<file path="config.mk">
export PLATFORM = sky130hd
export DESIGN_NAME = delimited_command_frame_parser
export DESIGN_NICKNAME = d
export VERILOG_FILES = /design/src/hdl/dcfp_pkg.sv /design/src/hdl/delimited_command_frame_parser.sv /design/src/hdl/dcfp_cfg_regs.sv /design/src/hdl/dcfp_ctrl.sv /design/src/hdl/dcfp_dp.sv
export SDC_FILE = /design/constraint.sdc
export NUM_CORES = 2
export LEC_CHECK = 0
export ABC_AREA = 1
export BUFFER_PORTS_ARGS = -buffer_cell sky130_fd_sc_hd__clkbuf_2
export CORE_MARGIN = 1
export CORE_UTILIZATION = 40
export CTS_CLUSTER_SIZE = 25
export DETAILED_ROUTE_END_ITERATION = 10
export HOLD_SLACK_MARGIN = 0.06
export SLEW_MARGIN = 20
export SYNTH_ARGS = -nofsm -noshare
export SYNTH_HDL_FRONTEND = slang
export SYNTH_HIERARCHICAL = 1
export SYNTH_SLANG_ARGS = --single-unit
</file>
<file path="constraint.sdc">
create_clock -name clk -period 69.8 [get_ports clk]
set_clock_uncertainty 0.15 [all_clocks]
set_input_delay 17.45 -clock clk [delete_from_list [all_inputs] [get_ports clk]]
set_output_delay 17.45 -clock clk [all_outputs]
set_load 0.03 [all_outputs]
</file>
<file path="src/hdl/dcfp_pkg.sv">
// ----------------------------------------------------------------------------
// dcfp_pkg
// Shared types and constants of the delimited command frame parser: record
// ring geometry, operation and event codes, controller states and the
// command and status bundles between controller and datapath.
// ----------------------------------------------------------------------------
package dcfp_pkg;

    // record ring geometry
    localparam int NUM_RECORDS = 8;
    localparam int NUM_FIELDS  = 4;
    localparam int FIELD_BYTES = 16;
    localparam int REC_W       = 3;
    localparam int FLD_W       = 2;
    localparam int POS_W       = 4;
    localparam int ADDR_W      = REC_W + FLD_W + POS_W;
    localparam int STORE_DEPTH = NUM_RECORDS * NUM_FIELDS * FIELD_BYTES;

    localparam logic [REC_W-1:0]  REC_LAST  = REC_W'(NUM_RECORDS - 1);
    localparam logic [FLD_W-1:0]  FLD_LAST  = FLD_W'(NUM_FIELDS - 1);
    localparam logic [POS_W-1:0]  POS_LAST  = POS_W'(FIELD_BYTES - 1);
    localparam logic [ADDR_W-1:0] ADDR_LAST = ADDR_W'(STORE_DEPTH - 1);

    // stream widths
    localparam int S_TDATA_W = 24;
    localparam int S_TUSER_W = 2;
    localparam int M_TDATA_W = 24;
    localparam int M_TUSER_W = 4;

    // configuration port
    localparam int PADDR_W = 4;
    localparam int PDATA_W = 32;
    localparam logic [1:0] REG_START = 2'd0;
    localparam logic [1:0] REG_DELIM = 2'd1;
    localparam logic [1:0] REG_END   = 2'd2;

    localparam logic [7:0] START_RESET = 8'd36;
    localparam logic [7:0] DELIM_RESET = 8'd44;
    localparam logic [7:0] END_RESET   = 8'd13;

    typedef enum logic [1:0] {
        FUNC_RX      = 2'd0,
        FUNC_READ    = 2'd1,
        FUNC_RELEASE = 2'd2,
        FUNC_NONE    = 2'd3
    } func_t;

    typedef enum logic [3:0] {
        EV_IGNORED  = 4'd0,
        EV_STORED   = 4'd1,
        EV_FIELD    = 4'd2,
        EV_DONE     = 4'd3,
        EV_TOO_MANY = 4'd4,
        EV_OVERRUN  = 4'd5,
        EV_STARTED  = 4'd6,
        EV_READ     = 4'd7,
        EV_RELEASED = 4'd8
    } event_t;

    typedef enum logic [1:0] {
        REC_EMPTY  = 2'd0,
        REC_ACTIVE = 2'd1,
        REC_FULL   = 2'd2
    } rec_state_t;

    typedef enum logic [2:0] {
        CS_CLEAR,
        CS_IDLE,
        CS_ZERO,
        CS_READ,
        CS_FINISH
    } ctrl_state_t;

    typedef struct packed {
        logic [7:0] start_char;
        logic [7:0] delimiter_char;
        logic [7:0] end_char;
    } cfg_t;

    typedef struct packed {
        logic load;       // capture the incoming item
        logic clr_step;   // write one zero of the store clearing pass
        logic zero_step;  // zero the first byte of one field
        logic exec;       // apply the item and load the output register
    } ctrl_cmd_t;

    typedef struct packed {
        logic clr_last;   // clearing pass at its last entry
        logic zero_last;  // field zeroing at its last field
        logic start_ok;   // incoming item opens a record
        logic is_read;    // incoming item is a read
        logic out_free;   // output register can take a result
    } dp_status_t;

endpackage

</file>
<file path="src/hdl/delimited_command_frame_parser.sv">
// ----------------------------------------------------------------------------
// delimited_command_frame_parser
// Files received serial bytes into a ring of framed command records and
// serves reads and releases of the stored records.
// ----------------------------------------------------------------------------
// Usage: items enter on the s_ stream; s_tuser selects a received byte, a
// read of a stored byte or a release of a record. Each item gives exactly
// one result on the m_ stream: the event code in m_tuser, the addressed
// record's status, the fill pointers and read data in m_tdata.
// Start, delimiter and end byte values sit in registers on the APB port
// (byte addresses 0, 4, 8); write them only while no item is in flight.
// Timing: one item at a time. A received data, delimiter or end byte or a
// release goes from acceptance to the final update; a read first waits for
// the registered memory read, a start byte opening a record first makes one
// zeroing write per field head on the single write port of the byte store.
// Reset: record states and pointers clear at once, then a clearing pass
// writes zeros to all 512 store entries, one per cycle; s_tready stays low
// throughout that pass. Registers can be written during that pass.
// Stall: a result waits in the output register; the next item is accepted
// meanwhile, and its result is held back until the output is taken.
// ----------------------------------------------------------------------------
module delimited_command_frame_parser (
    input  logic                              clk,
    input  logic                              rst_n,
    // s_tdata: rx_byte[7:0], sel_record[10:8], sel_field[12:11],
    //          sel_position[16:13], zero fill
    input  logic                              s_tvalid,
    output logic                              s_tready,
    input  logic [dcfp_pkg::S_TDATA_W-1:0]    s_tdata,
    // s_tuser: func[1:0]
    input  logic [dcfp_pkg::S_TUSER_W-1:0]    s_tuser,
    // m_tdata: record_status[1:0], active_record[4:2], field_index[6:5],
    //          char_index[10:7], read_data[18:11], zero fill
    output logic                              m_tvalid,
    input  logic                              m_tready,
    output logic [dcfp_pkg::M_TDATA_W-1:0]    m_tdata,
    // m_tuser: event_res[3:0]
    output logic [dcfp_pkg::M_TUSER_W-1:0]    m_tuser,
    input  logic                              psel,
    input  logic                              penable,
    input  logic                              pwrite,
    input  logic [dcfp_pkg::PADDR_W-1:0]      paddr,
    input  logic [dcfp_pkg::PDATA_W-1:0]      pwdata,
    output logic [dcfp_pkg::PDATA_W-1:0]      prdata,
    output logic                              pready
);

    dcfp_pkg::cfg_t       cfg;
    dcfp_pkg::ctrl_cmd_t  cmd;
    dcfp_pkg::dp_status_t status;

    // configuration registers
    dcfp_cfg_regs u_cfg (
        .clk     (clk),
        .rst_n   (rst_n),
        .psel    (psel),
        .penable (penable),
        .pwrite  (pwrite),
        .paddr   (paddr),
        .pwdata  (pwdata),
        .prdata  (prdata),
        .pready  (pready),
        .cfg     (cfg)
    );

    // controller
    dcfp_ctrl u_ctrl (
        .clk      (clk),
        .rst_n    (rst_n),
        .s_tvalid (s_tvalid),
        .s_tready (s_tready),
        .status   (status),
        .cmd      (cmd)
    );

    // datapath
    dcfp_dp u_dp (
        .clk      (clk),
        .rst_n    (rst_n),
        .cfg      (cfg),
        .s_tdata  (s_tdata),
        .s_tuser  (s_tuser),
        .m_tvalid (m_tvalid),
        .m_tready (m_tready),
        .m_tdata  (m_tdata),
        .m_tuser  (m_tuser),
        .cmd      (cmd),
        .status   (status)
    );

endmodule

</file>
<file path="src/hdl/dcfp_cfg_regs.sv">
// ----------------------------------------------------------------------------
// dcfp_cfg_regs
// Register file behind the configuration port: start, delimiter and end
// byte values, written in the access phase and read back combinationally.
// ----------------------------------------------------------------------------
module dcfp_cfg_regs (
    input  logic                          clk,
    input  logic                          rst_n,
    input  logic                          psel,
    input  logic                          penable,
    input  logic                          pwrite,
    input  logic [dcfp_pkg::PADDR_W-1:0]  paddr,
    input  logic [dcfp_pkg::PDATA_W-1:0]  pwdata,
    output logic [dcfp_pkg::PDATA_W-1:0]  prdata,
    output logic                          pready,
    output dcfp_pkg::cfg_t                cfg
);

    logic [7:0] start_reg;
    logic [7:0] delim_reg;
    logic [7:0] end_reg;
    logic       wr_en;
    logic [1:0] reg_sel;

    assign pready  = 1'b1;
    assign wr_en   = psel & penable & pwrite & pready;
    assign reg_sel = paddr[3:2];

    // register writes
    always_ff @(posedge clk or negedge rst_n)
    begin
        if (!rst_n)
        begin
            start_reg <= dcfp_pkg::START_RESET;
            delim_reg <= dcfp_pkg::DELIM_RESET;
            end_reg   <= dcfp_pkg::END_RESET;
        end
        else if (wr_en)
        begin
            unique case (reg_sel)
                dcfp_pkg::REG_START: start_reg <= pwdata[7:0];
                dcfp_pkg::REG_DELIM: delim_reg <= pwdata[7:0];
                dcfp_pkg::REG_END:   end_reg   <= pwdata[7:0];
                default: ;
            endcase
        end
    end

    // read back
    always_comb
    begin
        prdata = '0;
        unique case (reg_sel)
            dcfp_pkg::REG_START: prdata = {24'd0, start_reg};
            dcfp_pkg::REG_DELIM: prdata = {24'd0, delim_reg};
            dcfp_pkg::REG_END:   prdata = {24'd0, end_reg};
            default:             prdata = '0;
        endcase
    end

    assign cfg.start_char     = start_reg;
    assign cfg.delimiter_char = delim_reg;
    assign cfg.end_char       = end_reg;

endmodule

</file>
<file path="src/hdl/dcfp_ctrl.sv">
// ----------------------------------------------------------------------------
// dcfp_ctrl
// Controller: sequences the store clearing pass after reset, input
// acceptance, zeroing of the field heads on a start byte, the read wait
// and the final update that hands the result to the output register.
// ----------------------------------------------------------------------------
module dcfp_ctrl (
    input  logic                   clk,
    input  logic                   rst_n,
    input  logic                   s_tvalid,
    output logic                   s_tready,
    input  dcfp_pkg::dp_status_t   status,
    output dcfp_pkg::ctrl_cmd_t    cmd
);

    dcfp_pkg::ctrl_state_t state_reg;
    dcfp_pkg::ctrl_state_t state_next;

    // state register
    always_ff @(posedge clk or negedge rst_n)
    begin
        if (!rst_n)
        begin
            state_reg <= dcfp_pkg::CS_CLEAR;
        end
        else
        begin
            state_reg <= state_next;
        end
    end

    // next state and commands
    always_comb
    begin
        state_next = state_reg;
        cmd        = '0;
        s_tready   = 1'b0;
        unique case (state_reg)
            dcfp_pkg::CS_CLEAR:
            begin
                cmd.clr_step = 1'b1;
                if (status.clr_last)
                begin
                    state_next = dcfp_pkg::CS_IDLE;
                end
            end
            dcfp_pkg::CS_IDLE:
            begin
                s_tready = 1'b1;
                if (s_tvalid)
                begin
                    cmd.load = 1'b1;
                    if (status.start_ok)
                    begin
                        state_next = dcfp_pkg::CS_ZERO;
                    end
                    else if (status.is_read)
                    begin
                        state_next = dcfp_pkg::CS_READ;
                    end
                    else
                    begin
                        state_next = dcfp_pkg::CS_FINISH;
                    end
                end
            end
            dcfp_pkg::CS_ZERO:
            begin
                cmd.zero_step = 1'b1;
                if (status.zero_last)
                begin
                    state_next = dcfp_pkg::CS_FINISH;
                end
            end
            dcfp_pkg::CS_READ:
            begin
                state_next = dcfp_pkg::CS_FINISH;
            end
            dcfp_pkg::CS_FINISH:
            begin
                if (status.out_free)
                begin
                    cmd.exec   = 1'b1;
                    state_next = dcfp_pkg::CS_IDLE;
                end
            end
            default:
            begin
                state_next = dcfp_pkg::CS_CLEAR;
            end
        endcase
    end

endmodule

</file>
<file path="src/hdl/dcfp_dp.sv">
// ----------------------------------------------------------------------------
// dcfp_dp
// Datapath: item register, record states, fill pointers, the byte store
// memory with its registered read port, and the output register.
// ----------------------------------------------------------------------------
module dcfp_dp (
    input  logic                              clk,
    input  logic                              rst_n,
    input  dcfp_pkg::cfg_t                    cfg,
    input  logic [dcfp_pkg::S_TDATA_W-1:0]    s_tdata,
    input  logic [dcfp_pkg::S_TUSER_W-1:0]    s_tuser,
    output logic                              m_tvalid,
    input  logic                              m_tready,
    output logic [dcfp_pkg::M_TDATA_W-1:0]    m_tdata,
    output logic [dcfp_pkg::M_TUSER_W-1:0]    m_tuser,
    input  dcfp_pkg::ctrl_cmd_t               cmd,
    output dcfp_pkg::dp_status_t              status
);

    localparam int REC_W  = dcfp_pkg::REC_W;
    localparam int FLD_W  = dcfp_pkg::FLD_W;
    localparam int POS_W  = dcfp_pkg::POS_W;
    localparam int ADDR_W = dcfp_pkg::ADDR_W;

    // byte store
    logic [7:0] mem [dcfp_pkg::STORE_DEPTH];
    logic [7:0] rd_data_reg;
    logic              mem_we;
    logic [ADDR_W-1:0] mem_addr;
    logic [7:0]        mem_wdata;

    // item register
    dcfp_pkg::func_t  it_func_reg;
    logic [7:0]       it_rx_reg;
    logic [REC_W-1:0] it_rec_reg;
    logic [FLD_W-1:0] it_fld_reg;
    logic [POS_W-1:0] it_pos_reg;

    // parser state
    dcfp_pkg::rec_state_t rs_reg   [dcfp_pkg::NUM_RECORDS];
    dcfp_pkg::rec_state_t rs_next  [dcfp_pkg::NUM_RECORDS];
    logic [REC_W-1:0]     cur_reg;
    logic [REC_W-1:0]     cur_next;
    logic [FLD_W-1:0]     fp_reg;
    logic [FLD_W-1:0]     fp_next;
    logic [POS_W-1:0]     cp_reg;
    logic [POS_W-1:0]     cp_next;

    // sequencing counters
    logic [ADDR_W-1:0] clr_cnt_reg;
    logic [FLD_W-1:0]  fcnt_reg;

    // output register
    logic                 out_valid_reg;
    dcfp_pkg::event_t     ev_reg;
    logic [1:0]           st_out_reg;
    logic [REC_W-1:0]     rec_out_reg;
    logic [FLD_W-1:0]     fld_out_reg;
    logic [POS_W-1:0]     pos_out_reg;
    logic [7:0]           data_out_reg;

    // exec results
    dcfp_pkg::event_t     ev_next;
    logic [1:0]           st_next;
    logic [7:0]           data_next;
    logic                 ex_we;
    logic [ADDR_W-1:0]    ex_addr;
    logic [7:0]           ex_wdata;

    // incoming item fields
    dcfp_pkg::func_t  in_func;
    logic [7:0]       in_rx;

    assign in_func = dcfp_pkg::func_t'(s_tuser[1:0]);
    assign in_rx   = s_tdata[7:0];

    // status to the controller
    assign status.clr_last  = (clr_cnt_reg == dcfp_pkg::ADDR_LAST);
    assign status.zero_last = (fcnt_reg == dcfp_pkg::FLD_LAST);
    assign status.start_ok  = (in_func == dcfp_pkg::FUNC_RX) &&
                              (in_rx == cfg.start_char) &&
                              (rs_reg[cur_reg] != dcfp_pkg::REC_FULL);
    assign status.is_read   = (in_func == dcfp_pkg::FUNC_READ);
    assign status.out_free  = !out_valid_reg || m_tready;

    // item capture
    always_ff @(posedge clk)
    begin
        if (cmd.load)
        begin
            it_func_reg <= in_func;
            it_rx_reg   <= in_rx;
            it_rec_reg  <= s_tdata[10:8];
            it_fld_reg  <= s_tdata[12:11];
            it_pos_reg  <= s_tdata[16:13];
        end
    end

    // item update: pointers, record states, store write and result
    always_comb
    begin
        rs_next   = rs_reg;
        cur_next  = cur_reg;
        fp_next   = fp_reg;
        cp_next   = cp_reg;
        ev_next   = dcfp_pkg::EV_IGNORED;
        st_next   = 2'd0;
        data_next = 8'd0;
        ex_we     = 1'b0;
        ex_addr   = {cur_reg, fp_reg, cp_reg};
        ex_wdata  = 8'd0;
        case (it_func_reg)
            dcfp_pkg::FUNC_RX:
            begin
                if (it_rx_reg == cfg.start_char)
                begin
                    if (rs_reg[cur_reg] != dcfp_pkg::REC_FULL)
                    begin
                        rs_next[cur_reg] = dcfp_pkg::REC_ACTIVE;
                        fp_next          = '0;
                        cp_next          = '0;
                        ev_next          = dcfp_pkg::EV_STARTED;
                    end
                end
                else if (rs_reg[cur_reg] != dcfp_pkg::REC_ACTIVE)
                begin
                    ev_next = dcfp_pkg::EV_IGNORED;
                end
                else if (it_rx_reg == cfg.delimiter_char)
                begin
                    if (fp_reg != dcfp_pkg::FLD_LAST)
                    begin
                        ex_we   = 1'b1;
                        fp_next = fp_reg + FLD_W'(1);
                        cp_next = '0;
                        ev_next = dcfp_pkg::EV_FIELD;
                    end
                    else
                    begin
                        rs_next[cur_reg] = dcfp_pkg::REC_EMPTY;
                        ev_next          = dcfp_pkg::EV_TOO_MANY;
                    end
                end
                else if (it_rx_reg == cfg.end_char)
                begin
                    ex_we            = 1'b1;
                    rs_next[cur_reg] = dcfp_pkg::REC_FULL;
                    cur_next         = (cur_reg == dcfp_pkg::REC_LAST) ? '0
                                                                       : cur_reg + REC_W'(1);
                    ev_next          = dcfp_pkg::EV_DONE;
                end
                else
                begin
                    ex_we    = 1'b1;
                    ex_wdata = it_rx_reg;
                    if (cp_reg != dcfp_pkg::POS_LAST)
                    begin
                        cp_next = cp_reg + POS_W'(1);
                        ev_next = dcfp_pkg::EV_STORED;
                    end
                    else
                    begin
                        rs_next[cur_reg] = dcfp_pkg::REC_EMPTY;
                        ev_next          = dcfp_pkg::EV_OVERRUN;
                    end
                end
                st_next = rs_next[cur_reg];
            end
            dcfp_pkg::FUNC_READ:
            begin
                ev_next   = dcfp_pkg::EV_READ;
                st_next   = rs_reg[it_rec_reg];
                data_next = rd_data_reg;
            end
            dcfp_pkg::FUNC_RELEASE:
            begin
                rs_next[it_rec_reg] = dcfp_pkg::REC_EMPTY;
                ev_next             = dcfp_pkg::EV_RELEASED;
                st_next             = dcfp_pkg::REC_EMPTY;
            end
            default:
            begin
                ev_next = dcfp_pkg::EV_IGNORED;
            end
        endcase
    end

    // control state
    always_ff @(posedge clk or negedge rst_n)
    begin
        if (!rst_n)
        begin
            for (int i = 0; i < dcfp_pkg::NUM_RECORDS; i++)
            begin
                rs_reg[i] <= dcfp_pkg::REC_EMPTY;
            end
            cur_reg       <= '0;
            fp_reg        <= '0;
            cp_reg        <= '0;
            clr_cnt_reg   <= '0;
            fcnt_reg      <= '0;
            out_valid_reg <= 1'b0;
        end
        else
        begin
            if (cmd.clr_step)
            begin
                clr_cnt_reg <= clr_cnt_reg + ADDR_W'(1);
            end
            if (cmd.load)
            begin
                fcnt_reg <= '0;
            end
            else if (cmd.zero_step)
            begin
                fcnt_reg <= fcnt_reg + FLD_W'(1);
            end
            if (cmd.exec)
            begin
                rs_reg  <= rs_next;
                cur_reg <= cur_next;
                fp_reg  <= fp_next;
                cp_reg  <= cp_next;
            end
            if (cmd.exec)
            begin
                out_valid_reg <= 1'b1;
            end
            else if (m_tready)
            begin
                out_valid_reg <= 1'b0;
            end
        end
    end

    // result payload
    always_ff @(posedge clk)
    begin
        if (cmd.exec)
        begin
            ev_reg       <= ev_next;
            st_out_reg   <= st_next;
            rec_out_reg  <= cur_next;
            fld_out_reg  <= fp_next;
            pos_out_reg  <= cp_next;
            data_out_reg <= data_next;
        end
    end

    // store write port select
    always_comb
    begin
        mem_we    = 1'b0;
        mem_addr  = ex_addr;
        mem_wdata = 8'd0;
        if (cmd.clr_step)
        begin
            mem_we   = 1'b1;
            mem_addr = clr_cnt_reg;
        end
        else if (cmd.zero_step)
        begin
            mem_we   = 1'b1;
            mem_addr = {cur_reg, fcnt_reg, POS_W'(0)};
        end
        else if (cmd.exec)
        begin
            mem_we    = ex_we;
            mem_wdata = ex_wdata;
        end
    end

    // byte store memory
    always_ff @(posedge clk)
    begin
        if (mem_we)
        begin
            mem[mem_addr] <= mem_wdata;
        end
        rd_data_reg <= mem[{it_rec_reg, it_fld_reg, it_pos_reg}];
    end

    assign m_tvalid = out_valid_reg;
    assign m_tuser  = ev_reg;
    assign m_tdata  = {5'd0, data_out_reg, pos_out_reg, fld_out_reg, rec_out_reg, st_out_reg};

endmodule
</file>
Word-level counts from Yosys, hierarchy flattened
Memories as Yosys holds them, arrays and structs flattened. A register that Yosys moved wholly into a read port is not among the register bits. Index checks and enable logic that the tools add are counted.

Flip-flop bits (word level): 106. Bits in writable memories: 4096. Input bits: 69. Output and inout bits: 63. Word-level logic and storage cells: 185. Memories: 1.

Memories: u_dp.mem (words 512, bits a word 8, rd ports 1, clocked after memory_dff 1, wr ports 1, RTL line dcfp_dp.sv:26) `logic [7:0] mem [dcfp_pkg::STORE_DEPTH];`.

$add $sub $neg: 5. Magnitude comparators: 4. Equal/unequal tests: 24. Muxes and demuxes: 90. Bitwise operators: 14. Reductions and logical operators: 18.

Operator list (number): $mux 16 (8); $mux 8 (8); $mux 4 (12); $mux 3 (15); $and 16x16->16 (2); $eq 8x8->1 (4); $mux 2 (16); $not 16->16 (2); $pmux 16 s2 (1); $pmux 8 s3 (1); $mux 1 (19); $bmux 2 s3 (3); $and 8x8->8 (2); $not 8->8 (2); $or 8x8->8 (2); $pmux 3 s5 (1); $demux 2 s3 (2); $ne 2x2->1 const B (6); $pmux 4 s3 (1); $add 9x1->9 const B (1); $eq 9x9->1 const B (1); $mux 9 (1); $ge 4x4->1 const B (2); $lt 4x1->1 const B (2); 22 further kinds (41).

Logic depth before layout (Yosys ltp)
Word-level depth: 17. Gate-level depth with buffers: 18. Mapped depth without buffers: 17.

Cells and area by module
Netlist, hierarchy kept.

Modules (own cells, without submodules): dcfp_dp (instances 1, cells each 14091, area an instance 169452.5 um2, seq. area each 125345.2 um2); dcfp_cfg_regs (instances 1, cells each 173, area an instance 1317.5 um2, seq. area each 610.6 um2); dcfp_ctrl (instances 1, cells each 37, area an instance 227.7 um2, seq. area each 75.1 um2).

Least setup slack after synthesis
OpenSTA, ideal clock, no wires.

Path type: input to register. Start point: input m_tready. End point: memory u_dp.mem[0][0] (data pin). Setup time: 3991 ps. Arrival: 39343 ps. Data required time: 65659 ps. Setup slack: 26316 ps. Stages: 6. Buffers on the path: 0. Cell sequence: inv_1 nand2_1 inv_1 nor3_1 nand4_1 nor3_1.

RTL lines: from (decl) (RTL line delimited_command_frame_parser.sv:35) `input logic m_tready,`; to (decl) (RTL line dcfp_dp.sv:26).

Final worst setup path
Start point: input paddr[3] (netlist name). End point: output prdata[1] (netlist name).

Cells in the longest elaborated chain, start to end: 2. Elaborated cells on any way between the ends: 4. Classes of those cells: eq/ne (2); mux (1); reduce/logical (1).

Ends and longest elaborated chain: from (decl) (RTL line delimited_command_frame_parser.sv:42) `input logic [dcfp_pkg::PADDR_W-1:0] paddr,`; $eq 2x2->1, or another cell as far along (RTL line dcfp_cfg_regs.sv:53) `unique case (reg_sel)`; $pmux 8 s3 * (RTL line dcfp_cfg_regs.sv:53); to (decl) (RTL line delimited_command_frame_parser.sv:44) `output logic [dcfp_pkg::PDATA_W-1:0] prdata,`.

Mark *: on every way between the ends. The rest lies on a longest branch, timed or not.

==> impl_metrics.json <==
{
  "status": "complete, no violations",
  "ys_types": 44,
  "setup_viol": 0,
  "required_ns": 52.20,
  "busiest_layer": "met2",
  "clkSinkCount": 4210,
  "pre_cts_slack_ns": 33.90,
  "synth_edf_count": 4138,
  "port_buffers": 68,
  "die_y_um": 656,
  "drtPass1Iterations": 6,
  "r2r_setup_slack_ns": 62.71,
  "gr-usage-met1": 0.300,
  "r2r_end": "u_dp/mem[502][1]$_DFFE_PP_",
  "post_drt_wl_per_cell_um": 24.1,
  "synth_area_um2": 171000,
  "synth-main-ff-cell": "edfxtp_1",
  "synth_top_area_share": 0.727,
  "rsz0062_at_grt": "false",
  "clk_latency_ns": 0.98,
  "cts_tree": "done",
  "postCtsSetupBuffers": 0,
  "layout_setup_ws_ns": 33.88,
  "hold_class": "reg2reg",
  "initial_core_util": 0.403,
  "nets": 14100,
  "swShare": 0.196,
  "min_to": "u_cfg/end_reg[3]$_DFFE_PN1P_",
  "tns_ns": 0,
  "ir_worst_vdd_mv": 0.0225,
  "switchingPower_uw": 989,
  "grt_use_total": 0.216,
  "dieArea_um2": 430000,
  "drtIter0Drc": 12800,
  "grt_pass1_vias": 105000,
  "cpLargestDelayFamily": "simple AND/OR/NAND/NOR gates",
  "viasPerCell": 5.58,
  "path_cells": "clkbuf_2, nor2_2, nand2_1, nand3_1, clkbuf_2",
  "crit_path_max_fanout": 9,
  "yosys_warnings": 6,
  "path_buf_inv": 2,
  "use_met2": 0.344,
  "die_x_um": 656,
  "p_per_area_nw_per_um2": 26.5,
  "power_frac_comb": 0.003,
  "start_kind": "input port",
  "antenna_found_initial": 10,
  "drv_cap": 0,
  "ys_ff_latch": 4210,
  "r2r-start": "u_dp/cur_reg[0]$_DFFE_PN0P_",
  "cts_resized": 0,
  "cpPeakStageDelay_ns": 0.31,
  "area_growth_pct": 11.3,
  "grt_max_degree": 187,
  "route.detailed.drc": 0,
  "relSlewSlack": 0.188,
  "slowest_stage": "nor2_2",
  "avgSynthCellArea_um2": 12.0,
  "yosysTopAreaCell": "edfxtp_1",
  "hold_violations": 0,
  "grtUsageMet3": 0.0330,
  "seqPwrFrac": 0.544,
  "period_share": 0.515,
  "intPower_uw": 4050,
  "min_from": "u_cfg/end_reg[3]$_DFFE_PN1P_",
  "total_leakage_power_uw": 0.0584,
  "ioPinCount": 132,
  "fmax_ghz": 0.0278,
  "rows": 239,
  "grt_pass1_wl_um": 705000,
  "synthCells": 14300,
  "gr-total-overflow": 0,
  "endpoint_kind": "primary output",
  "min_path_cells": 2,
  "cts_max_path_buffers": 4,
  "power.clock.fraction": 0.453,
  "htreeDepth": 5,
  "nFillCells": 38600,
  "path_depth": 5,
  "drive_gt1_frac": 0.0670,
  "arrival_ns": 18.32,
  "largest_register_ffs": 4096,
  "tightest_slew_ns": 1.22,
  "ant_nets": 0,
  "synthArstFlopShare": 0.0152,
  "drt_wl_total_um": 483000,
  "slew_violations": 0,
  "gp_congestion": 0.854,
  "critPathKind": "in2out",
  "cts_inserted_buffers": 426,
  "via_count": 112000,
  "cpMostUsedCell": "clkbuf_2",
  "place_hpwl_um": 270000,
  "postCtsHoldBufs": 0,
  "yosysSeqAreaShare": 0.737,
  "worstRegToRegCells": 14,
  "min_period_ns": 35.92,
  "cts_root_buf": "clkbuf_16",
  "synth_area_leaders": "edfxtp_1, nand3_1, nand2_1",
  "clk_pin_slew_worst_paths_ns": 0.06,
  "coreArea_um2": 425000
}
worst max-delay path by stage:
stage | start | endpoint | slack, ns
floorplan | m_tready | u_dp/mem[0][0]$_DFFE_PP_ | 26.32
global placement | paddr[3] | prdata[1] | 33.88
detailed placement | paddr[3] | prdata[3] | 33.90
CTS | paddr[3] | prdata[3] | 33.90
global route | paddr[3] | prdata[5] | 33.75
finish | paddr[3] | prdata[1] | 33.88
layout by cell type, fill, tap and decap left out, types with 22 or more instances in the layout:
master / netlist / final
clkinv_1: 4 / 105
inv_1: 363 / 360
a21oi_1: 232 / 232
buf_12: 0 / 22
clkbuf_2: 0 / 67
nor2_2: 20 / 22
buf_4: 34 / 178
nor2_1: 1788 / 1783
nand3_1: 2145 / 2144
bufinv_16: 0 / 45
clkbuf_16: 0 / 433
clkbuf_1: 646 / 80
dfrtp_1: 56 / 56
nand2_1: 2378 / 2368
o21ai_0: 1439 / 1438
clkinv_2: 0 / 66
o22ai_1: 591 / 591
edfxtp_1: 4138 / 4138
conb_1: 3 / 30
metrics by stage:
| step | util | total power, µW | instances | cell area (µm²) | hold WS (ns) |
|---|---|---|---|---|---|
| CTS | 0.448 | 5080 | 20000 | 190000 | 0.339 |
| global route | 0.448 | 5170 | 20000 | 190000 | 0.366 |
| floorplan | - | 2810 | 14300 | 171000 | 0.307 |
| global placement | 0.415 | 2810 | 19200 | 176000 | 0.335 |
| detailed placement | 0.415 | 2810 | 19200 | 176000 | 0.330 |
| finish | 0.448 | 5040 | 20000 | 190000 | 0.340 |
power by group through the flow:
stage | clock, µW | combinational (µW) | sequential (µW)
floorplan | 0 | 14.2 | 2790
global placement | 0 | 18.0 | 2790
detailed placement | 0 | 17.6 | 2790
CTS | 2320 | 17.6 | 2740
global route | 2410 | 20.0 | 2740
finish | 2280 | 17.6 | 2740
worst reg2reg max path: stages (launching register included):
cell,delay [ns]
dfrtp_1,0.76
inv_2,0.26
nand2_1,0.13
nand3_1,0.09
nand2_1,0.13
inv_1,0.05
nand2_1,0.11
nand2_2,0.21
nor2_4,0.37
nand4_1,0.63
nor3_2,0.47
buf_12,0.63
buf_4,0.95
buf_4,0.85
buf_4,0.89
kinds of logic after synthesis:
family	Yosys count	synth area share
XOR/XNOR	21	0.00108
other	3	0.0000658
buffers and inverters	1395	0.0329
AO/OA/AOI/OAI	2282	0.0714
flip-flops	4210	0.737
AND/OR/NAND/NOR	6384	0.157
adder cells (fa/ha/maj)	6	0.000439
routing by layer:
| metal | vias to the layer above | routed length [µm] |
|---|---|---|
| li1 | 50800 | - |
| met2 | 4775 | 226000 |
| met3 | 770 | 38800 |
| met5 | - | 0 |
| met4 | 0 | 19000 |
| met1 | 55400 | 199000 |
synth_stat cells (9+ instances only):
library cell and n:
a21oi_1 232, nand2_1 2378, inv_2 10, xor2_1 12
nor2_2 20, dfrtp_1 56, o22ai_1 591, buf_1 161
nand2_2 10, buf_4 34, nand3_1 2145, inv_1 363
buf_2 171, xnor2_1 9, nor3_1 19, clkbuf_1 646
nor2_1 1788, o21ai_0 1439, edfxtp_1 4138
final cells by class:
class	instances	area, µm²	share of cell area
timing repair buffer	268	2120	0.0111
clock buffer	520	11200	0.0590
antenna	11	27.5	0.000145
tap	5663	7090	0.0372
multi-input combinational	8723	39600	0.208
inverter	377	1450	0.00763
sequential	4210	126000	0.662
clock inverter	266	2700	0.0142
Note: power is estimated with default switching activity, not from simulation.
